==> config.mk <==
export PLATFORM = sky130hd
export DESIGN_NAME = gbn_iou
export DESIGN_NICKNAME = d
export VERILOG_FILES = /design/src/hw/rtl/gbn_pkg.sv /design/src/hw/rtl/gbn_iou.sv
export SDC_FILE = /design/constraint.sdc
export NUM_CORES = 2
export LEC_CHECK = 0
export ABC_AREA = 1
export BUFFER_PORTS_ARGS = -buffer_cell sky130_fd_sc_hd__buf_2
export CAP_MARGIN = 20
export CORE_MARGIN = 2
export CORE_UTILIZATION = 45
export DETAILED_ROUTE_END_ITERATION = 8
export PLACE_DENSITY = 0.72
export SETUP_SLACK_MARGIN = 0.4
export SLEW_MARGIN = 0
export SYNTH_ARGS = -nofsm -noshare
export SYNTH_HDL_FRONTEND = slang
export SYNTH_SLANG_ARGS = --single-unit
==> constraint.sdc <==
create_clock -name clk -period 14.36 [get_ports clk]
set_clock_uncertainty 0.1 [all_clocks]
set_input_delay 2.872 -clock clk [delete_from_list [all_inputs] [get_ports clk]]
set_output_delay 2.872 -clock clk [all_outputs]
set_load 0.01 [all_outputs]
==> src/hw/rtl/gbn_pkg.sv <==
// shared constants and the cell control type for the greedy box nms block
// no dependencies
package gbn_pkg;

	localparam int DEF_MAX_BOXES       = 64;
	localparam int DEF_COORD_BITS      = 16;
	localparam int DEF_COORD_FRAC_BITS = 4;

	localparam int FIELD_W    = 16;
	localparam int THR_W      = 17;
	localparam int THR_FRAC_W = 16;
	localparam int KEPT_W     = 6;
	localparam logic [THR_W-1:0] THR_RESET = 17'd45875;

	// per-cycle command to every cell of the chain
	typedef struct packed {
		logic load; // sorted insert of the broadcast box
		logic pop;  // shift towards the head
		logic app;  // append broadcast box at the tail
	} cell_ctl_t;

endpackage

==> src/hw/rtl/gbn_iou.sv <==
// pipelined overlap test: iou(a, b) >= threshold by cross-multiplication
// depends on gbn_pkg
module gbn_iou #(
	parameter int COORD_BITS      = 16,
	parameter int COORD_FRAC_BITS = 4
) (
	input  logic                                   clk,
	input  logic                                   arst_n,
	input  logic                                   go,
	input  logic [4*COORD_BITS+2*(COORD_BITS+1)-1:0] a_box,
	input  logic [4*COORD_BITS+2*(COORD_BITS+1)-1:0] b_box,
	input  logic [gbn_pkg::THR_W-1:0]              thr,
	output logic                                   done,
	output logic                                   hit
);
	import gbn_pkg::*;

	localparam int CB     = COORD_BITS;
	localparam int SPAN_W = CB + 1;
	localparam int AREA_W = 2 * SPAN_W;
	localparam int SUM_W  = AREA_W + 1;
	localparam int PROD_W = SUM_W + THR_W;
	localparam logic [SPAN_W-1:0] ONE = SPAN_W'(1) << COORD_FRAC_BITS;

	logic [CB-1:0]     xx1, yy1, xx2, yy2;
	logic [SPAN_W-1:0] ex, ey, sx, sy;
	logic [SPAN_W-1:0] sx_s1, sy_s1;
	logic [SUM_W-1:0]  sum_s1, sum_s2;
	logic [AREA_W-1:0] inter_s2, inter_s3;
	logic [SUM_W-1:0]  uni_s3;
	logic [PROD_W-1:0] rhs_s4, lhs_s4;
	logic              zero_s4;
	logic [3:0]        vld_q;
	logic              hit_q;
	logic              done_q;

	always_comb begin
		xx1 = (a_box[CB-1:0] > b_box[CB-1:0]) ? a_box[CB-1:0] : b_box[CB-1:0];
		yy1 = (a_box[2*CB-1:CB] > b_box[2*CB-1:CB]) ? a_box[2*CB-1:CB] : b_box[2*CB-1:CB];
		xx2 = (a_box[3*CB-1:2*CB] < b_box[3*CB-1:2*CB]) ?
			a_box[3*CB-1:2*CB] : b_box[3*CB-1:2*CB];
		yy2 = (a_box[4*CB-1:3*CB] < b_box[4*CB-1:3*CB]) ?
			a_box[4*CB-1:3*CB] : b_box[4*CB-1:3*CB];
		ex  = {1'b0, xx2} + ONE;
		ey  = {1'b0, yy2} + ONE;
		sx  = (ex > {1'b0, xx1}) ? ex - {1'b0, xx1} : '0;
		sy  = (ey > {1'b0, yy1}) ? ey - {1'b0, yy1} : '0;
	end

	always_ff @(posedge clk) begin
		sx_s1    <= sx;
		sy_s1    <= sy;
		sum_s1   <= {1'b0, a_box[4*CB+AREA_W-1:4*CB]} + {1'b0, b_box[4*CB+AREA_W-1:4*CB]};
		inter_s2 <= sx_s1 * sy_s1;
		sum_s2   <= sum_s1;
		uni_s3   <= sum_s2 - {1'b0, inter_s2};
		inter_s3 <= inter_s2;
		rhs_s4   <= uni_s3 * thr;
		lhs_s4   <= PROD_W'({inter_s3, {THR_FRAC_W{1'b0}}});
		zero_s4  <= (uni_s3 == '0);
	end

	always_ff @(posedge clk or negedge arst_n) begin
		if (!arst_n) begin
			vld_q <= '0;
			hit_q <= 1'b0;
		end else begin
			vld_q <= {vld_q[2:0], go};
			hit_q <= !zero_s4 && (lhs_s4 >= rhs_s4);
		end
	end

	// result register follows the fourth stage
	always_ff @(posedge clk or negedge arst_n) begin
		if (!arst_n) begin
			done_q <= 1'b0;
		end else begin
			done_q <= vld_q[3];
		end
	end

	assign done = done_q;
	assign hit  = hit_q;

endmodule

Yosys cells after proc, flatten, opt, wreduce, memory -nomap -nowiden
Cells that the tools add are included.
{"block": "op_classes", "n_mul": 2, "order_cmp": 7, "mux": 4, "addsub": 6, "reduce_logical": 3}
{"op": "16-bit two-way mux", "n": 4}
{"op": "50-bit by 52-bit >= comparator with 1-bit output", "n": 1}
{"op": "35-bit by 17-bit multiplier with 52-bit output", "n": 1}
{"op": "34-bit by 34-bit adder with 35-bit output", "n": 1}
{"op": "35-bit zero test", "n": 1}
{"op": "35-bit by 34-bit subtractor with 35-bit output", "n": 1}
{"op": "16-bit by 5-bit adder with 17-bit output, second input constant", "n": 2}
{"op": "17-bit by 16-bit > comparator with 1-bit output", "n": 2}
{"op": "17-bit by 17-bit multiplier with 34-bit output", "n": 1}
{"op": "17-bit by 16-bit subtractor with 17-bit output", "n": 2}
{"op": "16-bit > comparator", "n": 2}
{"op": "16-bit less-than comparator", "n": 2}
{"op": "1-bit logical AND", "n": 1}
{"op": "1-bit zero test", "n": 1}
{"block": "word_totals", "out_inout_bits": 2, "word_cells": 35, "input_bits": 216, "reg_bits": 300}

Longest topological paths before layout
{"block": "depth", "word_depth": 4, "mapped_depth": 35, "depth_no_buf": 33}

Worst setup path before layout
OpenSTA, ideal clock, no wires.
{"block": "synth_path", "path_kind": "input -> register", "start": "in thr[2] (netlist name)", "end": "reg rhs_s4[49]", "cell_stages": 23, "path_slack_ns": 6.007, "t_arrival_ns": 8.140, "required_time_ns": 14.147, "cell_sequence": "clkbuf_1 -> clkbuf_1 -> nand2_1 -> fa_1 -> fa_1 -> inv_1 -> fa_1 -> inv_1 -> fa_1 -> inv_1 -> fa_1 -> inv_1 -> fa_1 -> inv_1 -> ha_1 -> nand2_1 -> nor2_1 -> inv_1 -> o21ai_1 -> a21oi_1 -> or3b_1 -> nand4_1 -> nand2_1"}
{"block": "synth_via", "elab_chain_len": 1}
{"element": "start: declaration", "line": "gbn_iou.sv:12", "text": "input logic [gbn_pkg::THR_W-1:0] thr,"}
{"element": "35-bit by 17-bit multiplier with 52-bit output", "line": "gbn_iou.sv:58", "text": "rhs_s4 <= uni_s3 * thr;"}
{"element": "end signal: assignment", "line": "gbn_iou.sv:58"}
{"element": "end: declaration", "line": "gbn_iou.sv:31", "text": "logic [PROD_W-1:0] rhs_s4, lhs_s4;"}
No other way between the ends.
A chain may end at the register's enable or synchronous reset.

Worst setup path after layout
{"block": "layout_path", "start": "in thr[2] (netlist name)", "end": "reg rhs_s4[45]"}
The elaborated chain is that of the path after synthesis.

==> results summary <==
The flow ran to the end, and the final reports show no timing, DRC or antenna violations. The initial antenna violation count came to 2. After clock tree synthesis, the repair step resized 0 gates. In this run the clock root is driven by a sky130_fd_sc_hd__clkbuf_16. The highest metal layer with signal wires is met5. Walking the worst path, the cells encountered are buf_2, nand2_1, fa_1, inv_1, fa_1, inv_1, fa_1, inv_1, fa_1, fa_1, inv_1, fa_1, inv_1, ha_1, a21oi_1, inv_1, a31oi_1, o21ai_0, a211oi_1, nand3_1, xor2_1.

The kind of cell adding the most delay to the critical path is adder cells. STA classifies the critical path endpoint as a flip-flop. The total number of clock tree sinks came out at 300.

The max-cap violation count is 0. Setup repair after global routing left no endpoint under its margin. The fraction of the core area covered by cells at the end of the flow is 48.7%. The routed wire length on met2 is 58,600 um. The total area inside the core boundary comes to 0.0983 mm2. The number of detailed-route iterations in the first pass came out at 6. For this run, the total global-route usage over all layers was measured as 24.2%. The worst pin sits at a relative slew slack of 32.4%.

The data arrival time at the worst-slack endpoint is 8.98 ns. From synthesis to final layout, the design area changed by 7.42%. Counting both buffers and inverters, the worst setup path holds a total of 7.

The endpoint identified for the worst register-to-register timing path is rhs_s4[45]. The final max-slew violation count came out at 0. The post-layout minimum cycle time came out at 8.63 ns. The number of synthesized flops with an enable pin came out at 0. The minimum setup slack among reg-to-reg paths is 7.79 ns.

STA puts the critical path data required time at 14.71 ns. The final weighted congestion in routability-driven placement is 0.976. The number of top-level pins came out at 218. For the worst-skew pair, the clock arrives at the later sink with an insertion delay of 0.60 ns. The netlist uses 55 different library cells. The final hold violation count was 0. The filler cell count is 9,432. The depth of the critical timing path with buffers and inverters included is 21.

The number of buffers inserted for hold repair after clock tree synthesis is 0. The total of endpoints with negative setup slack in the final report came out at 0. The synthesis warning total came out at 0. The number of CTS-inserted buffers is 37.

The maximum root-to-sink buffer count came out at 3. The hold slack is 0.194 ns. The overflow left after global routing is 0.

The count of vias placed by the detailed router came out at 36,200. The final layout contains routed wiring with a total length of 119,000 um. The largest individual stage delay along the critical path comes from the cell sky130_fd_sc_hd__buf_2. Dividing the detail-routed wire length by the instance count gives 16.8 um. The synthesized area is 0.0445 mm2.

The maximum level of the CTS H-tree came out at 2. Cells with a size suffix above 1 make up 6.94% of the layout. The net count of the finished layout is 7,133. The y dimension of the die is 319 um.

The highest achievable clock rate is 116 MHz. The wire length on met1 is 47,100 um. The origin of the worst min-delay path is inter_s3[26].

After layout, the worst path uses 60.1% of the clock period. The post-synthesis net count came out at 7,068. In this run the critical register-to-register path is launched from uni_s3[32]. Sequential elements use 13.6% of the synthesized area. The area of combinational cells with multiple inputs is 0.0320 mm2. During placement, the flow inserted port buffers numbering 217.

The pin count of the biggest net entering global routing came out at 36. The class of the most critical setup path is primary input to flip-flop. The fraction of registers with async set/reset is 2.00%.

A synthesized cell averages 7.82 um2. The floorplan die area came out at 0.102 mm2. In this design, the stage delay of the slowest critical-path cell is 0.64 ns. The via count of the first global-routing pass is 38,500.

The post-DP HPWL is 97,000 um. In this run the post-CTS setup repair buffer count came out at 0. The critical path starts at thr[2]. The min-delay analysis places its worst path in the category flip-flop to flip-flop. The clock-pin slew reported for the worst setup and hold paths after clock tree synthesis is 0.06 ns. The wire length of the first global-routing pass is 197,000 um. The number of nets with antenna violations after routing came out at 0. The clock tree from TritonCTS is built. The initial core utilization came out at 45.3%.

Counting flops and latches in the post-synthesis netlist gives 300. The largest fanout on the critical path came out at 35. The prevailing post-synth register cell is sky130_fd_sc_hd__dfxtp_1. The final total negative setup slack is 0 ns.

The worst setup path is launched from a primary input. Following the worst setup path forward leads to its endpoint at rhs_s4[45]. From left edge to right edge, the die measures 319 um. At the pin with the least slew margin, the transition time is 1.01 ns. The mean number of vias per cell came out at 5.11. The residual DRC count is 0. The wire length on met3 is 8180 um. The sequential cell area is 0.00604 mm2. The cell row count is 115.

The gate count after technology mapping came out at 5,698. The first-iteration detailed-routing DRC count is 2,263. The number of cells on the worst reg-to-reg path is 20.
## sequential cells by signal, summed over array words and instances (netlist names)
signal and flops:
rhs_s4 52, sum_s1 35, sum_s2 35, uni_s3 35, inter_s2 34, inter_s3 34, lhs_s4 34, sx_s1 17
sy_s1 17, vld_q 4, done 1, hit 1, zero_s4 1
## cell usage after synthesis (11+ instances only)
| cell type | n | area, um2 |
|---|---|---|
| sky130_fd_sc_hd__inv_1 | 1481 | 5560 |
| sky130_fd_sc_hd__nand2_1 | 1346 | 5050 |
| sky130_fd_sc_hd__fa_1 | 722 | 14500 |
| sky130_fd_sc_hd__ha_1 | 432 | 5410 |
| sky130_fd_sc_hd__dfxtp_1 | 294 | 5890 |
| sky130_fd_sc_hd__a21oi_1 | 262 | 1310 |
| sky130_fd_sc_hd__nor2_1 | 205 | 769 |
| sky130_fd_sc_hd__clkbuf_1 | 186 | 698 |
| sky130_fd_sc_hd__o21ai_0 | 144 | 721 |
| sky130_fd_sc_hd__xor2_1 | 103 | 902 |
| sky130_fd_sc_hd__nand3_1 | 91 | 455 |
| sky130_fd_sc_hd__xnor2_1 | 76 | 666 |
| sky130_fd_sc_hd__nor4_1 | 29 | 181 |
| sky130_fd_sc_hd__nand2_2 | 28 | 175 |
| sky130_fd_sc_hd__nand4_1 | 28 | 175 |
| sky130_fd_sc_hd__nor3_1 | 28 | 140 |
| sky130_fd_sc_hd__a31oi_1 | 26 | 163 |
| sky130_fd_sc_hd__buf_1 | 26 | 97.6 |
| sky130_fd_sc_hd__nor2_4 | 25 | 282 |
| sky130_fd_sc_hd__a21o_1 | 24 | 180 |
| sky130_fd_sc_hd__o21a_1 | 19 | 143 |
| sky130_fd_sc_hd__o211ai_1 | 15 | 113 |
| sky130_fd_sc_hd__o21ai_1 | 11 | 55.1 |
## how the worst min path moves through the flow
| stage | slack, ns | cells after the start | to |
|---|---|---|---|
| after global routing | 0.20 | 0 | lhs_s4[42] |
| after CTS | 0.19 | 0 | lhs_s4[48] |
| after floorplan | 0.21 | 0 | lhs_s4[16] |
| after global placement | 0.21 | 0 | sum_s2[31] |
| final | 0.19 | 0 | lhs_s4[42] |
| after detailed placement | 0.21 | 0 | lhs_s4[17] |
## through the flow
step	worst slack, ns	cells	instance area [um2]
after floorplan	6.01	5698	44500
after global placement	5.21	7010	46500
after detailed placement	5.23	7010	46500
after CTS	5.80	7077	47800
after global routing	5.47	7078	47800
final	5.73	7079	47800
## cell families (layout without fill, tap and decap cells)
kind of cell	count (synthesis)	count (layout)	share of synthesized area (%)
AOI/OAI and AO/OA	544	544	6.84
xor gates and xnor gates	179	179	3.52
adders and majority gates	1154	1154	44.6
buffers and inverters	1707	1800	14.6
DFF	300	300	13.6
other	0	1	0
and+or+nand+nor	1814	1814	16.9
## cell type report
type	instances	share of cell area, %
Inverter	1485	11.7
Multi-Input combinational cell	3691	66.9
Clock buffer	45	2.06
Tap cell	1287	3.37
Clock inverter	22	0.641
Timing Repair Buffer	248	2.80
Antenna cell	1	0.00523
Sequential cell	300	12.6
## layout by cell type, fill, tap and decap left out, types with 5 or more instances in the layout
cell type,Yosys,final
sky130_fd_sc_hd__a211oi_1,6,6
sky130_fd_sc_hd__nor2_1,205,205
sky130_fd_sc_hd__a21oi_1,262,262
sky130_fd_sc_hd__inv_8,0,5
sky130_fd_sc_hd__nand4_1,28,28
sky130_fd_sc_hd__xnor2_1,76,76
sky130_fd_sc_hd__nand2_4,7,7
sky130_fd_sc_hd__nor2_2,7,7
sky130_fd_sc_hd__nor4_1,29,29
sky130_fd_sc_hd__nand3_1,91,91
sky130_fd_sc_hd__nand3_2,5,5
sky130_fd_sc_hd__dfrtp_1,6,6
sky130_fd_sc_hd__o21bai_1,8,8
sky130_fd_sc_hd__clkbuf_1,186,5
sky130_fd_sc_hd__nand2_2,28,28
sky130_fd_sc_hd__a21boi_0,5,5
sky130_fd_sc_hd__fa_1,722,722
sky130_fd_sc_hd__o21a_1,19,19
sky130_fd_sc_hd__xor2_1,103,103
sky130_fd_sc_hd__a21o_1,24,24
sky130_fd_sc_hd__o21ai_0,144,144
sky130_fd_sc_hd__a31oi_1,26,26
sky130_fd_sc_hd__inv_1,1481,1481
sky130_fd_sc_hd__buf_4,1,30
sky130_fd_sc_hd__nor3_1,28,28
sky130_fd_sc_hd__clkinv_2,0,5
sky130_fd_sc_hd__nand2_1,1346,1346
sky130_fd_sc_hd__nor2_4,25,25
sky130_fd_sc_hd__o21ai_1,11,11
sky130_fd_sc_hd__buf_2,0,217
sky130_fd_sc_hd__dfxtp_1,294,294
sky130_fd_sc_hd__o211ai_1,15,15
sky130_fd_sc_hd__clkbuf_16,0,37
sky130_fd_sc_hd__ha_1,432,432
## layer usage
| layer | vias to the layer above | global-route usage, % |
|---|---|---|
| li1 | 17000 | - |
| met1 | 17700 | 29.3 |
| met2 | 1263 | 43.0 |
| met3 | 295 | 3.93 |
| met4 | 2 | 9.32 |
| met5 | - | 0 |
Power is left out: the tool's default activity adds up to more than one toggle a clock period on the data nets, which glitch-free logic cannot reach.
