--- config.mk ---
export PLATFORM = sky130hd
export DESIGN_NAME = gbn_cell
export DESIGN_NICKNAME = d
export VERILOG_FILES = /design/src/hw/rtl/gbn_pkg.sv /design/src/hw/rtl/gbn_cell.sv
export SDC_FILE = /design/constraint.sdc
export NUM_CORES = 1
export LEC_CHECK = 0
export ABC_AREA = 1
export BUFFER_PORTS_ARGS = -buffer_cell sky130_fd_sc_hd__buf_2
export CELL_PAD_IN_SITES_DETAIL_PLACEMENT = 0
export CELL_PAD_IN_SITES_GLOBAL_PLACEMENT = 1
export CORE_AREA = 2 2 167 169
export DETAILED_ROUTE_END_ITERATION = 7
export DIE_AREA = 0 0 169 171
export PLACE_DENSITY = 0.76
export SYNTH_ARGS = -nofsm -noshare
export SYNTH_HDL_FRONTEND = slang
export SYNTH_SLANG_ARGS = --single-unit
--- constraint.sdc ---
create_clock -name clk -period 4.8 [get_ports clk]
set_input_delay 0.96 -clock clk [delete_from_list [all_inputs] [get_ports clk]]
set_output_delay 0.96 -clock clk [all_outputs]
set_load 0.005 [all_outputs]
--- src/hw/rtl/gbn_pkg.sv ---
// shared constants and the cell control type for the greedy box nms block
// no dependencies
package gbn_pkg;

	localparam int DEF_MAX_BOXES       = 64;
	localparam int DEF_COORD_BITS      = 16;
	localparam int DEF_COORD_FRAC_BITS = 4;

	localparam int FIELD_W    = 16;
	localparam int THR_W      = 17;
	localparam int THR_FRAC_W = 16;
	localparam int KEPT_W     = 6;
	localparam logic [THR_W-1:0] THR_RESET = 17'd45875;

	// per-cycle command to every cell of the chain
	typedef struct packed {
		logic load; // sorted insert of the broadcast box
		logic pop;  // shift towards the head
		logic app;  // append broadcast box at the tail
	} cell_ctl_t;

endpackage

--- src/hw/rtl/gbn_cell.sv ---
// one cell of the box chain: holds a box, its score and a valid bit
// depends on gbn_pkg
module gbn_cell #(
	parameter int BOX_W   = 90,
	parameter int SCORE_W = 16
) (
	input  logic                 clk,
	input  logic                 arst_n,
	input  gbn_pkg::cell_ctl_t   ctl,
	input  logic [BOX_W-1:0]     new_box,
	input  logic [SCORE_W-1:0]   new_score,
	input  logic                 prev_beat,
	input  logic                 prev_valid,
	input  logic [BOX_W-1:0]     prev_box,
	input  logic [SCORE_W-1:0]   prev_score,
	input  logic                 next_valid,
	input  logic [BOX_W-1:0]     next_box,
	input  logic [SCORE_W-1:0]   next_score,
	output logic                 beat,
	output logic                 valid,
	output logic [BOX_W-1:0]     box,
	output logic [SCORE_W-1:0]   score
);
	import gbn_pkg::*;

	logic               valid_q;
	logic [BOX_W-1:0]   box_q;
	logic [SCORE_W-1:0] score_q;

	// newcomer ranks ahead of a stored box only on a strictly higher score, and always ahead of an empty cell
	assign beat  = !valid_q || (new_score > score_q);
	assign valid = valid_q;
	assign box   = box_q;
	assign score = score_q;

	always_ff @(posedge clk or negedge arst_n) begin
		if (!arst_n) begin
			valid_q <= 1'b0;
		end else if (ctl.load) begin
			if (prev_beat) begin
				valid_q <= prev_valid;
			end else if (beat) begin
				valid_q <= 1'b1;
			end
		end else if (ctl.pop) begin
			valid_q <= next_valid;
		end else if (ctl.app) begin
			if (!valid_q && prev_valid) begin
				valid_q <= 1'b1;
			end
		end
	end

	always_ff @(posedge clk) begin
		if (ctl.load) begin
			if (prev_beat) begin
				box_q   <= prev_box;
				score_q <= prev_score;
			end else if (beat) begin
				box_q   <= new_box;
				score_q <= new_score;
			end
		end else if (ctl.pop) begin
			box_q   <= next_box;
			score_q <= next_score;
		end else if (ctl.app) begin
			if (!valid_q && prev_valid) begin
				box_q   <= new_box;
				score_q <= new_score;
			end
		end
	end

endmodule

== After elaboration in Yosys (flattened, before gate mapping) ==
Index checks and enable logic that the tools add are counted.

* Output and inout bits: 108
* Word-level logic and storage cells: 29
* Register bits: 107

* Eq/ne operators: 1
* Multiplexer cells: 18
* Reductions and logical operators: 6
* Order comparisons: 1

{| class="wikitable"
|+ Operators by type and width
! cell !! count
|-
| $mux W90 || 6
|-
| $mux W16 || 6
|-
| $gt A16 B16 Y1 || 1
|-
| $mux W1 || 6
|-
| $reduce_bool A3 Y1 || 2
|-
| $ne A3 B1 Y1 const B || 1
|-
| $reduce_and A3 Y1 || 1
|-
| $logic_and A1 B1 Y1 || 1
|-
| $logic_not A1 Y1 || 1
|-
| $logic_or A1 B1 Y1 || 1
|}

== Longest topological paths before layout ==
Gate-level depths: netlist (run 1).

* Word-level depth: 6
* Depth in mapped cells: 15
* Depth with buffers taken out: 15

== Worst setup path before layout (run 1) ==
OpenSTA, ideal clock, no wires.

* Path kind: in2reg
* Start point: input new_score[15]
* End point: register box_q[0], in the netlist box[0] (enable)
* Path buffers: 0
* Required time: 4.341 ns
* Arrival: 3.851 ns
* Setup slack: 0.490 ns
* Stages on the path: 9
* Cell sequence: ha_1 nand2_1 nor3_1 nand2_1 nand2_1 nand2_1 nand3_1 nand2_1 inv_1

* Word-level cells in the longest chain between the ends: 4

{| class="wikitable"
|+ RTL lines
! what !! RTL line !! text
|-
| from (decl) || gbn_cell.sv:11 || <nowiki>input logic [SCORE_W-1:0] new_score,</nowiki>
|-
| $gt A16 B16 Y1 || gbn_cell.sv:31 || <nowiki>assign beat = !valid_q || (new_score > score_q);</nowiki>
|-
| $logic_or A1 B1 Y1 || gbn_cell.sv:31 ||
|-
| $ne A3 B1 Y1 (no source line) || n/a ||
|-
| $reduce_and A3 Y1 (no source line) || n/a ||
|-
| to (signal assigned) || gbn_cell.sv:57 || <nowiki>box_q <= prev_box;</nowiki>
|-
| to (signal assigned) || gbn_cell.sv:60 || <nowiki>box_q <= new_box;</nowiki>
|-
| to (signal assigned) || gbn_cell.sv:64 || <nowiki>box_q <= next_box;</nowiki>
|-
| to (decl) || gbn_cell.sv:27 || <nowiki>logic [BOX_W-1:0] box_q;</nowiki>
|}

No other way between the ends.
A chain may end at the register's enable or synchronous reset.

== Worst setup path in the final report (run 1) ==
* Start point: input new_score[15]
* End point: output beat

* Word-level cells in the longest chain between the ends: 2

{| class="wikitable"
|+ RTL lines
! what !! RTL line !! text
|-
| $gt A16 B16 Y1 || gbn_cell.sv:31 ||
|-
| $logic_or A1 B1 Y1 || gbn_cell.sv:31 ||
|-
| to (decl) || gbn_cell.sv:19 || <nowiki>output logic beat,</nowiki>
|}

No other way between the ends.

==> out/summary.md, run 1 <==
* 54.2% — Yosys top cell area share
* 107 — maximum number of pins on one net before global-route repair
* 0 — DRT antenna net count
* 0.00416 uW — cell leakage power
* 8.83 um2 — Syn Area/Cell
* 107 — synthesis-stage register bit count
* 70 ps — clock slew seen by the registers of the worst setup and hold paths
* 1007 — number of nets produced by synthesis
* met2 — busiest grt layer
* 169 um — die span in x
* 107 — clk sinks
* 0 — Final Setup Violations
* 3 — Crit Path Max Fanout
* 434 — I/O Pins
* 66.8% — fin crit share
* 0 — post-cts gate resize count
* input pin to primary output — category of the most critical setup path
* 0 ps — post-route setup TNS
* primary output — type of element capturing the critical path
* 0 — DRC violation count after routing
* 665 — post-synthesis instance total
* 0 — antenna cell count
* 0.0273 mm2 — core area
* 0 — final-report max-slew violation count
* 25.0% — met2 Resource Use GR
* 9 — clock buffers created by TritonCTS
* input pin — nature of the critical path startpoint
* 4.44 — via-per-instance ratio
* 45.6% — Layout Area Growth over Synthesis
* 171 um — y dimension of the die
* 14.6% — GRT Resource Usage Total
* completed — status
* 32300 um — wire length of the first global-routing pass
* 0.0289 mm2 — die area
* input pin to async pin — worst min-delay path category
* 0 — total of warnings raised by yosys
* 13.2 ps — final worst clock skew
* 1414 — net total in the final layout
* edfxtp_1 — Synth area leader
* 61 — Row Count
* 398 — violation count after the first detailed-route iteration
* 24.3% — Max-slew headroom
* 4.46% — met3 usage in global routing
* 42.7% — share of layout cells above drive strength 1
* 54.6% — share of the yosys chip area belonging to registers
* 22700 um — wire length reported by the detailed router
* 5799 — vias in the first global route
* 3 — total number of H-tree levels
* 433 — number of buffer cells added on primary ports
* 0 — number of buffers added to fix hold violations after cts
* 2 — CTS Buffer Depth
* 5 — TritonRoute pass-1 iters
* 0.113 mV — Peak supply drop
* 0 — max-capacitance violation count
* 3210 ps — fin crit period
* 0 — global-route congestion overflow total
* edfxtp_1 54%, nand2_1 15%, nand3_1 9.3%, o21ai_0 6.6%, ha_1 3.4% — leading cell types by total area after synthesis
* 15.9 um — average wire length per cell after detail routing
* 31.3% — fin util
* 16900 um — Final HPWL DP
* 0 — setup repair bufs after CTS
* clkbuf_16 — CTS root buffer
* 0 — antenna violations before repair
* no — setup repair after global routing missed its margin
* 0.00856 mm2 — Finished Cell Area
* built — clock tree from TritonCTS
* 21 — number of distinct library cells after synthesis
* 0.821 — gp weighted congestion
* 1140 ps — slew of the pin with the lowest slew margin
* 350 ps — clock insertion delay at the later pin of the skew report
* 2250 ps — Crit path arrival time
* 294 mW/mm2 — cell area power density
* 3840 ps — required time of the critical path
* 21.5% — initial core utilization
* 0.00828 mm2 — area of placed instances
* 0.312 GHz — maximum clock rate
* 0 — final hold viol count
* 18.0% — met1 usage in global routing
* 0.00587 mm2 — Post-Syn Area
* 6316 — total number of vias
## cell families after synthesis
family	Yosys count	synth area share [%]
AOI/OAI and AO/OA	115	9.90
adders and majority gates	16	3.41
buffers and inverters	71	6.69
DFF	107	54.6
and+or+nand+nor	356	25.4
## metrics by stage
| step | hold slack [ps] | std cells | setup WS [ps] | power [uW] |
|---|---|---|---|---|
| final | 386 | 1423 | 1590 | 2510 |
| after global placement | 651 | 1407 | 1510 | 1820 |
| after detailed placement | 645 | 1407 | 1480 | 1830 |
| after floorplan | 596 | 665 | 490 | 1490 |
| after CTS | 367 | 1423 | 1570 | 2570 |
| after global routing | 367 | 1423 | 1420 | 2670 |
## power breakdown
part / internal (uW) / leakage (uW) / switching [uW]
combinational: 257 / 0.00291 / 313
clock: 356 / 0.000133 / 361
sequential: 1180 / 0.00111 / 41.0
## critical path: stages
cell,delay [ps]
buf_2,110
ha_1,290
nand2_1,90
nor3_1,360
nand3_1,120
nand2_1,130
nand2_1,60
buf_2,130
## Yosys cell counts
cell type / instances
a21o_1: 1
edfxtp_1: 106
inv_1: 24
o221ai_1: 1
dfrtp_1: 1
clkbuf_2: 4
inv_2: 3
nand4_1: 1
ha_1: 16
buf_4: 2
nand2_1: 238
a21oi_1: 6
nor2_4: 2
buf_6: 12
clkbuf_1: 7
nand3_1: 109
o21ai_0: 77
nor2_1: 5
o21ai_1: 30
buf_2: 19
nor3_1: 1
## sequential cells by signal (all words and copies together) (netlist names)
signal,count
valid,1
score,16
box,90
## metal layers
metal,vias to the layer above,share of wire [%]
met1,2896,42
li1,3097,-
met5,-,0.022
met2,299,48
met3,22,8.6
met4,2,1.4
## final timing paths
check,endpoint,cells past startpoint,slack [ps],from
max in group asynchronous,valid$_DFFE_PN0P_,1,4320,arst_n
worst min-delay path,valid$_DFFE_PN0P_,1,390,arst_n
worst min register to register,valid$_DFFE_PN0P_,2,660,valid$_DFFE_PN0P_
min in group clk,valid$_DFFE_PN0P_,2,660,valid$_DFFE_PN0P_
worst max-delay path,beat,8,1590,new_score[15]
worst max register to register,box[48]$_DFFE_PP_,11,2200,score[15]$_DFFE_PP_
## cells in the final DEF (no fill, tap or decap), drive strengths merged, types with 6 or more instances in the layout
cell	Yosys	routed
buf	33	440
inv	27	26
o21ai	107	107
nor2	7	7
a21oi	6	6
clkinv	0	7
clkbuf	11	9
ha	16	16
edfxtp	106	106
nand2	238	238
nand3	109	109
## area by class of cell
| cell class | instances | area (um2) |
|---|---|---|
| clock buffers | 9 | 225 |
| clock inverters | 7 | 52.6 |
| fillers | 2991 | 18800 |
| inverters | 27 | 106 |
| multi-input cells | 487 | 2270 |
| flip-flops and latches | 107 | 3210 |
| well taps | 346 | 433 |
| repair buffers | 440 | 2260 |
Power figures use the tool's default switching activity.
==> run 2: changes to the inputs <==
==> constraint.sdc (replaced) <==
create_clock -name clk -period 3.2 [get_ports clk]
set_input_delay 0.64 -clock clk [delete_from_list [all_inputs] [get_ports clk]]
set_output_delay 0.64 -clock clk [all_outputs]
set_load 0.005 [all_outputs]
==> out/summary.md, run 2 (synthesis gave the netlist of run 1 again) <==
* 5 — TritonRoute pass-1 iters, unchanged
* 0 — DRT antenna net count, unchanged
* 2949 — total of fill cells in the finished design, -1.4%
* 33100 um — wire length of the first global-routing pass, +2.5%
* 61 — Row Count, unchanged
* 0 — Final Setup Violations, unchanged
* 23000 um — wire length reported by the detailed router, +1.5%
* 1840 ps — Crit path arrival time, -410 ps
* 0 — max-capacitance violation count, unchanged
* 169 um — die span in x, unchanged
* 0.00418 uW — cell leakage power, +0.62%
* simple AND/OR/NAND/NOR gates — critical path's top delay family
* 2 — Critical path buffers and inverters, unchanged
* 0 — number of buffers added to fix hold violations after cts, unchanged
* 360 ps — clock insertion delay at the later pin of the skew report, about the same
* flop to primary output — category of the most critical setup path
* 434 — I/O Pins, unchanged
* 380 ps — delay of the slowest cell on the worst path, +20 ps
* 724 ps — final worst-path setup slack, -868 ps
* 4.49 — via-per-instance ratio, +1.1%
* 60 — maximum number of pins on one net before global-route repair, -44%
* 17500 um — Final HPWL DP, +3.6%
* 14.9% — GRT Resource Usage Total, +0.33 points
* no — setup repair after global routing missed its margin
* 59.3 ps — Worst Hold Slack, -327 ps
* 0.00241 mm2 — area taken by multi-input logic gates, +5.8%
* 3 — total number of H-tree levels, unchanged
* 2560 ps — required time of the critical path, -1280 ps
* 31.9% — fin util, +0.62 points
* 1410 — DP Cell Count, +0.21%
* 0.404 GHz — maximum clock rate
* completed — status
* built — clock tree from TritonCTS
* 6406 — total number of vias, +1.4%
* nand2_1 — Most common cell on crit path
* 1 — antenna violations before repair, +1
* 433 — number of buffer cells added on primary ports, unchanged
* 635 ps — worst slack at placement, -841 ps
* 44.1% — share of layout cells above drive strength 1, +1.4 points
* 0 — setup repair bufs after CTS, unchanged
* clkbuf_16 — CTS root buffer
* 1427 — Finished Layout Cells, +0.28%
* 639 ps — slew of the pin with the lowest slew margin, -497 ps
* 0.0289 mm2 — die area, unchanged
* 0.835 — gp weighted congestion, +1.6%
* 0.173 mV — Peak supply drop, +52%
* 0 — DRC violation count after routing, unchanged
* score[10]$_DFFE_PP_ — Reg-to-Reg Start
* 5979 — vias in the first global route, +3.1%
* buf_2 — most common library cell in the layout ignoring fill and taps
* inv_1, ha_4, nand4_1, nor3_2, nand2_1, nand2_1, nand2_1, nand2_1, buf_2 — cells along the critical path
* 107 — clk sinks, unchanged
* score[10]$_DFFE_PP_ — Setup crit start
* 16.1 um — average wire length per cell after detail routing, +1.2%
* 57.4% — Max-slew headroom, +33 points
* 0 — final-report max-slew violation count, unchanged
* 0 — post-cts gate resize count, unchanged
* input pin to async pin — worst min-delay path category
* 15.3 ps — final worst clock skew, +2.11 ps
* primary output — type of element capturing the critical path
* 77.4% — fin crit share
* 395 — violation count after the first detailed-route iteration, -0.75%
* 2 — CTS Buffer Depth, unchanged
* 90 ps — clock slew seen by the registers of the worst setup and hold paths, +20 ps
* 433 x buf_2, 237 x nand2_1, 109 x nand3_1 — most used cells in the layout excluding fill and tap cells
* 90 — number of flip-flops under the largest register name, unchanged
* 9 — clock buffers created by TritonCTS, unchanged
* 442 mW/mm2 — cell area power density, +50%
* 0 — final hold viol count, unchanged
* 1417 — net total in the final layout, +0.21%
* 48.5% — Layout Area Growth over Synthesis
* 0 — global-route congestion overflow total, unchanged
* 2480 ps — fin crit period
* 0.00321 mm2 — sequential cell area, unchanged
* 0.0273 mm2 — core area, unchanged
* 2 — Crit Path Max Fanout, -1
* flop — nature of the critical path startpoint
* 21.5% — initial core utilization, unchanged
* 171 um — y dimension of the die, unchanged
* edfxtp_1 — cell with the largest stage delay on the worst path
## run 2: cell types whose count changed in the layout (fill, tap and decap cells not counted), sizes merged
cell,previous run,this run
buf,440,443
diode,0,1
## run 2: metrics by stage
stage	setup TNS (ps)	cell area (um2)	power (uW)
5_1_grt	0	8720	4070
6_report	0	8720	3850
3_3_place_gp	0	8430	2770
3_5_place_dp	0	8430	2770
4_1_cts	0	8720	3930
2_1_floorplan	-25920	6010	2250
## run 2: worst paths after layout
path                       slack, ps           endpoint  cells after the start
max in group asynchronous       3050  valid$_DFFE_PN0P_                      1
setup reg to reg                 950  box[47]$_DFFE_PP_                     11
setup / recovery                 720               beat                      9
hold reg to reg                  660  valid$_DFFE_PN0P_                      2
min in group clk                 570  box[27]$_DFFE_PP_                      3
hold / removal                    60  valid$_DFFE_PN0P_                      1
## run 2: where the power goes
part | internal, uW | leakage (uW) | switching, uW
clock network | 544 | 0.000142 | 580
registers | 1780 | 0.00111 | 56.3
logic | 406 | 0.00293 | 490
total | 2730 | 0.00418 | 1130
## run 2: metal layers
metal,global-route usage (%),part of all wire (%)
met5,0,0
met4,5.35,2.4
met3,3.86,7.6
met2,25.6,49
met1,18.2,41
## run 2: area by class of cell
class                           instances  area share (%)
Antenna cell                            1          0.0287
Multi-Input combinational cell        487            27.6
Clock inverter                          7           0.717
Clock buffer                            9            2.58
Sequential cell                       107            36.8
Tap cell                              346            4.96
Timing Repair Buffer                  443            26.1
Inverter                               27            1.23
==> run 3: changes to the inputs <==
==> config.mk (replaced) <==
export PLATFORM = sky130hd
export DESIGN_NAME = gbn_cell
export DESIGN_NICKNAME = d
export VERILOG_FILES = /design/src/hw/rtl/gbn_pkg.sv /design/src/hw/rtl/gbn_cell.sv
export SDC_FILE = /design/constraint.sdc
export NUM_CORES = 1
export LEC_CHECK = 0
export ABC_AREA = 0
export BUFFER_PORTS_ARGS = -buffer_cell sky130_fd_sc_hd__buf_2
export CELL_PAD_IN_SITES_DETAIL_PLACEMENT = 0
export CELL_PAD_IN_SITES_GLOBAL_PLACEMENT = 1
export CORE_AREA = 2 2 166 168
export DETAILED_ROUTE_END_ITERATION = 7
export DIE_AREA = 0 0 168 170
export PLACE_DENSITY = 0.83
export SYNTH_ARGS = -nofsm -noshare
export SYNTH_HDL_FRONTEND = slang
export SYNTH_SLANG_ARGS = --single-unit
==> constraint.sdc (replaced) <==
create_clock -name clk -period 2.2 [get_ports clk]
set_input_delay 0.44 -clock clk [delete_from_list [all_inputs] [get_ports clk]]
set_output_delay 0.44 -clock clk [all_outputs]
set_load 0.005 [all_outputs]
==> out/summary.md, run 3 <==
* 0.0286 mm2 — die area, -1.2%
* 45.8% — share of the yosys chip area belonging to registers, -8.8 points
* 6920 — total number of vias, +8.0%
* score[5]$_DFFE_PP_ — Reg-to-Reg Start
* -400 ps — slack of the worst reg-to-reg path, -1350 ps
* 0.00480 uW — cell leakage power, +15%
* 0 — DRT antenna net count, unchanged
* 0.833 — gp weighted congestion, -0.22%
* 38100 um — wire length of the first global-routing pass, +15%
* 45.4% — Yosys top cell area share, -8.7 points
* 658 — post-synthesis instance total, -1.1%
* ctl[2] — origin of the worst min-delay path
* setup timing — violations in the final reports
* 9 — clock buffers created by TritonCTS, unchanged
* 6744 — vias in the first global route, +13%
* 0 — global-route congestion overflow total, unchanged
* 318 — violation count after the first detailed-route iteration, -19%
* 51.5% — Layout Area Growth over Synthesis
* 0.00999 mm2 — area of placed instances, +18%
* 410 ps — delay of the slowest cell on the worst path, +30 ps
* -34750 ps — post-route setup TNS, -34750 ps
* clkbuf_16 — CTS root buffer
* 60 — Row Count, -1.6%
* 2 — cell depth of the worst hold path
* 0.0106 mm2 — Finished Cell Area, +22%
* input pin to flop — worst min-delay path category
* built — clock tree from TritonCTS
* 113 x a21oi_1, 106 x a211oi_1, 106 x edfxtp_1, 106 x mux2i_1, 106 x nor2b_1 — most frequent cells after synthesis
* 21.4% — met1 usage in global routing, +3.3 points
* 1457 — Finished Layout Cells, +2.1%
* 4 — TritonRoute pass-1 iters, -1
* 0.00321 mm2 — sequential cell area, unchanged
* 10.6 um2 — Syn Area/Cell, +21%
* 17.8 um — average wire length per cell after detail routing, +11%
* a21oi_1 — most frequent cell after synthesis
* 12.7 ps — final worst clock skew, -2.56 ps
* 57 — maximum number of pins on one net before global-route repair, -5.0%
* box[80]$_DFFE_PP_ — capturing point of the worst reg2reg path
* 2659 — total of fill cells in the finished design, -9.8%
* 1700 uW — Net Switching, +51%
* 0.384 GHz — maximum clock rate
* 0.00359 mm2 — area taken by multi-input logic gates, +49%
* buf_2 — most common library cell in the layout ignoring fill and taps
* 0 — DRC violation count after routing, unchanged
* 4230 uW — design internal power, +55%
* finished with violations — status
* flop to flop — category of the most critical setup path
* 7 — Critical path buffers and inverters, +5
* 2600 ps — fin crit period
* 1423 — DP Cell Count, +0.92%
* 0.00701 mm2 — Post-Syn Area, +19%
* 5930 uW — Tot Pwr, +54%
* edfxtp_1 — cell with the largest stage delay on the worst path
* edfxtp_1 — most frequently used flop master after synthesis
* 26.3% — relative contribution of the clock network to total power, -2.9 points
* 107 — synthesis-stage register bit count, unchanged
* 0.0267 mm2 — core area, -2.5%
* -424 ps — worst slack at placement, -1060 ps
* 0 — final hold viol count, unchanged
* 26.3% — initial core utilization, +4.8 points
* 26000 um — wire length reported by the detailed router, +13%
* 429 x buf_2, 113 x a21oi_1 — most used cells in the layout excluding fill and tap cells
* 2 — CTS Buffer Depth, unchanged
* 168 um — die span in x, -0.59%
* 5 — Crit Path Max Fanout, +3
* 1451 — net total in the final layout, +2.4%
* 106 — number of flops mapped to enable cells by yosys, unchanged
* 47.8% — share of layout cells above drive strength 1, +3.7 points
* buf_6 — Most common cell on crit path
* 90 — number of flip-flops under the largest register name, unchanged
* 0 — final-report max-slew violation count, unchanged
* 76.6% — Max-slew headroom, +19 points
* 29.5% — relative contribution of combinational cells to total power, +6.3 points
* 350 ps — clock insertion delay at the later pin of the skew report, about the same
* 349 ps — slew of the pin with the lowest slew margin, -290 ps
* 434 — I/O Pins, unchanged
* 2310 ps — required time of the critical path, -250 ps
* 0 — max-capacitance violation count, unchanged
* 19900 um — Final HPWL DP, +14%
* 3 — total number of H-tree levels, unchanged
* inv_2, ha_4, a41oi_2, o21ai_2, a221o_1, o31ai_2, buf_4, buf_6, a41oi_4, buf_6, buf_12, buf_16, buf_8 — cells along the critical path
* buffers and inverters — critical path's top delay family
* 107 — clk sinks, unchanged
* 5.05% — met3 usage in global routing, +1.2 points
* 0 — total of warnings raised by yosys, unchanged
* 13 — FF-to-FF path depth, +2
* 0.290 mV — Peak supply drop, +68%
* 4 — antenna violations before repair, +3
* 433 — number of buffer cells added on primary ports, unchanged
* 107 — Final Setup Violations, +107
* 4.75 — via-per-instance ratio, +5.8%
* 118% — fin crit share
* 558 mW/mm2 — cell area power density, +26%
* yes — setup repair after global routing missed its margin
* 28 — number of distinct library cells after synthesis, +33%
* flop — type of element capturing the critical path
* 70 ps — clock slew seen by the registers of the worst setup and hold paths, -20 ps
* 170 um — y dimension of the die, -0.58%
* valid$_DFFE_PN0P_ — end of the worst hold path
* flop — nature of the critical path startpoint
* met2 — busiest grt layer
* edfxtp_1 45%, mux2i_1 15%, a211oi_1 11%, nor2b_1 9.5%, a21oi_1 8.1% — leading cell types by total area after synthesis
* -404 ps — final worst-path setup slack, -1130 ps
* 28.6% — fraction of power spent switching nets, -0.62 points
* 1000 — number of nets produced by synthesis, -0.70%
* edfxtp_1 — Synth area leader
* 2720 ps — Crit path arrival time, +880 ps
* 30.4% — met2 Resource Use GR, +4.8 points
* 17.5% — GRT Resource Usage Total, +2.5 points
* 44.2% — Sequential Power Share, -3.4 points
* 0.935% — proportion of register bits with asynchronous set or reset after synthesis, unchanged
## run 3: changes by cell type after synthesis, moves of 76 or more
cell,delta
a211oi_1,+106
a21oi_1,+107
mux2i_1,+106
nand2_1,-234
nand3_1,-107
nor2b_1,+106
o21ai_0,-76
## run 3: per-stage QoR
stage / utilization [%] / hold WS [ps]
2_1_floorplan: - / 144
3_3_place_gp: 37.5 / 237
3_5_place_dp: 37.5 / 237
4_1_cts: 39.9 / 336
5_1_grt: 39.8 / 348
6_report: 39.8 / 345
## run 3: what timing repair did
| item | CTS | global route |
|---|---|---|
| gates cloned | 7 | 0 |
| setup buffers | 11 | 0 |
| hold buffers | 1 | 0 |
| endpoints found under the hold margin | 1 | 0 |
| gates resized for setup | 19 | 12 |
| endpoints found under the setup margin | 107 | 107 |
| pin swaps | 5 | 1 |
## run 3: how the worst max path moves through the flow
stage | cells after the start | startpoint | endpoint
2_1_floorplan | 6 | new_score[7] | box[0]$_DFFE_PP_
3_3_place_gp | 10 | new_score[7] | box[45]$_DFFE_PP_
3_5_place_dp | 10 | new_score[7] | box[43]$_DFFE_PP_
4_1_cts | 9 | score[6]$_DFFE_PP_ | beat
5_1_grt | 13 | score[5]$_DFFE_PP_ | box[80]$_DFFE_PP_
6_report | 13 | score[5]$_DFFE_PP_ | box[80]$_DFFE_PP_
## run 3: kinds of logic (layout without fill, tap and decap cells)
kind of cell               count (synthesis)  in the layout  share of synthesized area [%]
muxes                                    106            106                           15.1
and+or+nand+nor                          122            122                           10.7
adders and majority gates                 16             16                           2.86
DFF                                      107            107                           45.8
buffers and inverters                     78            534                           4.89
other                                      0              2                              0
AOI/OAI and AO/OA                        229            229                           20.6
## run 3: metal layers
metal  wire length, um  share of wire, %
met5                12             0.046
met2             12500                48
met4               395               1.5
met1             10900                42
met3              2200               8.5
## run 3: layout make-up
class                           instances  share of cell area (%)
Multi-Input combinational cell        473                    33.8
Sequential cell                       107                    30.2
Timing Repair Buffer                  500                    28.7
Tap cell                              341                    4.02
Clock buffer                           11                    2.19
Inverter                               18                   0.636
Clock inverter                          5                   0.354
Antenna cell                            2                  0.0471
## run 3: power by group through the flow
stage | sequential [uW] | clock [uW] | combinational (uW)
floorplan | 2710 | 0 | 683
global placement | 2660 | 0 | 1580
detailed placement | 2670 | 0 | 1600
CTS | 2620 | 1620 | 1780
global route | 2640 | 1690 | 1920
finish | 2620 | 1560 | 1750
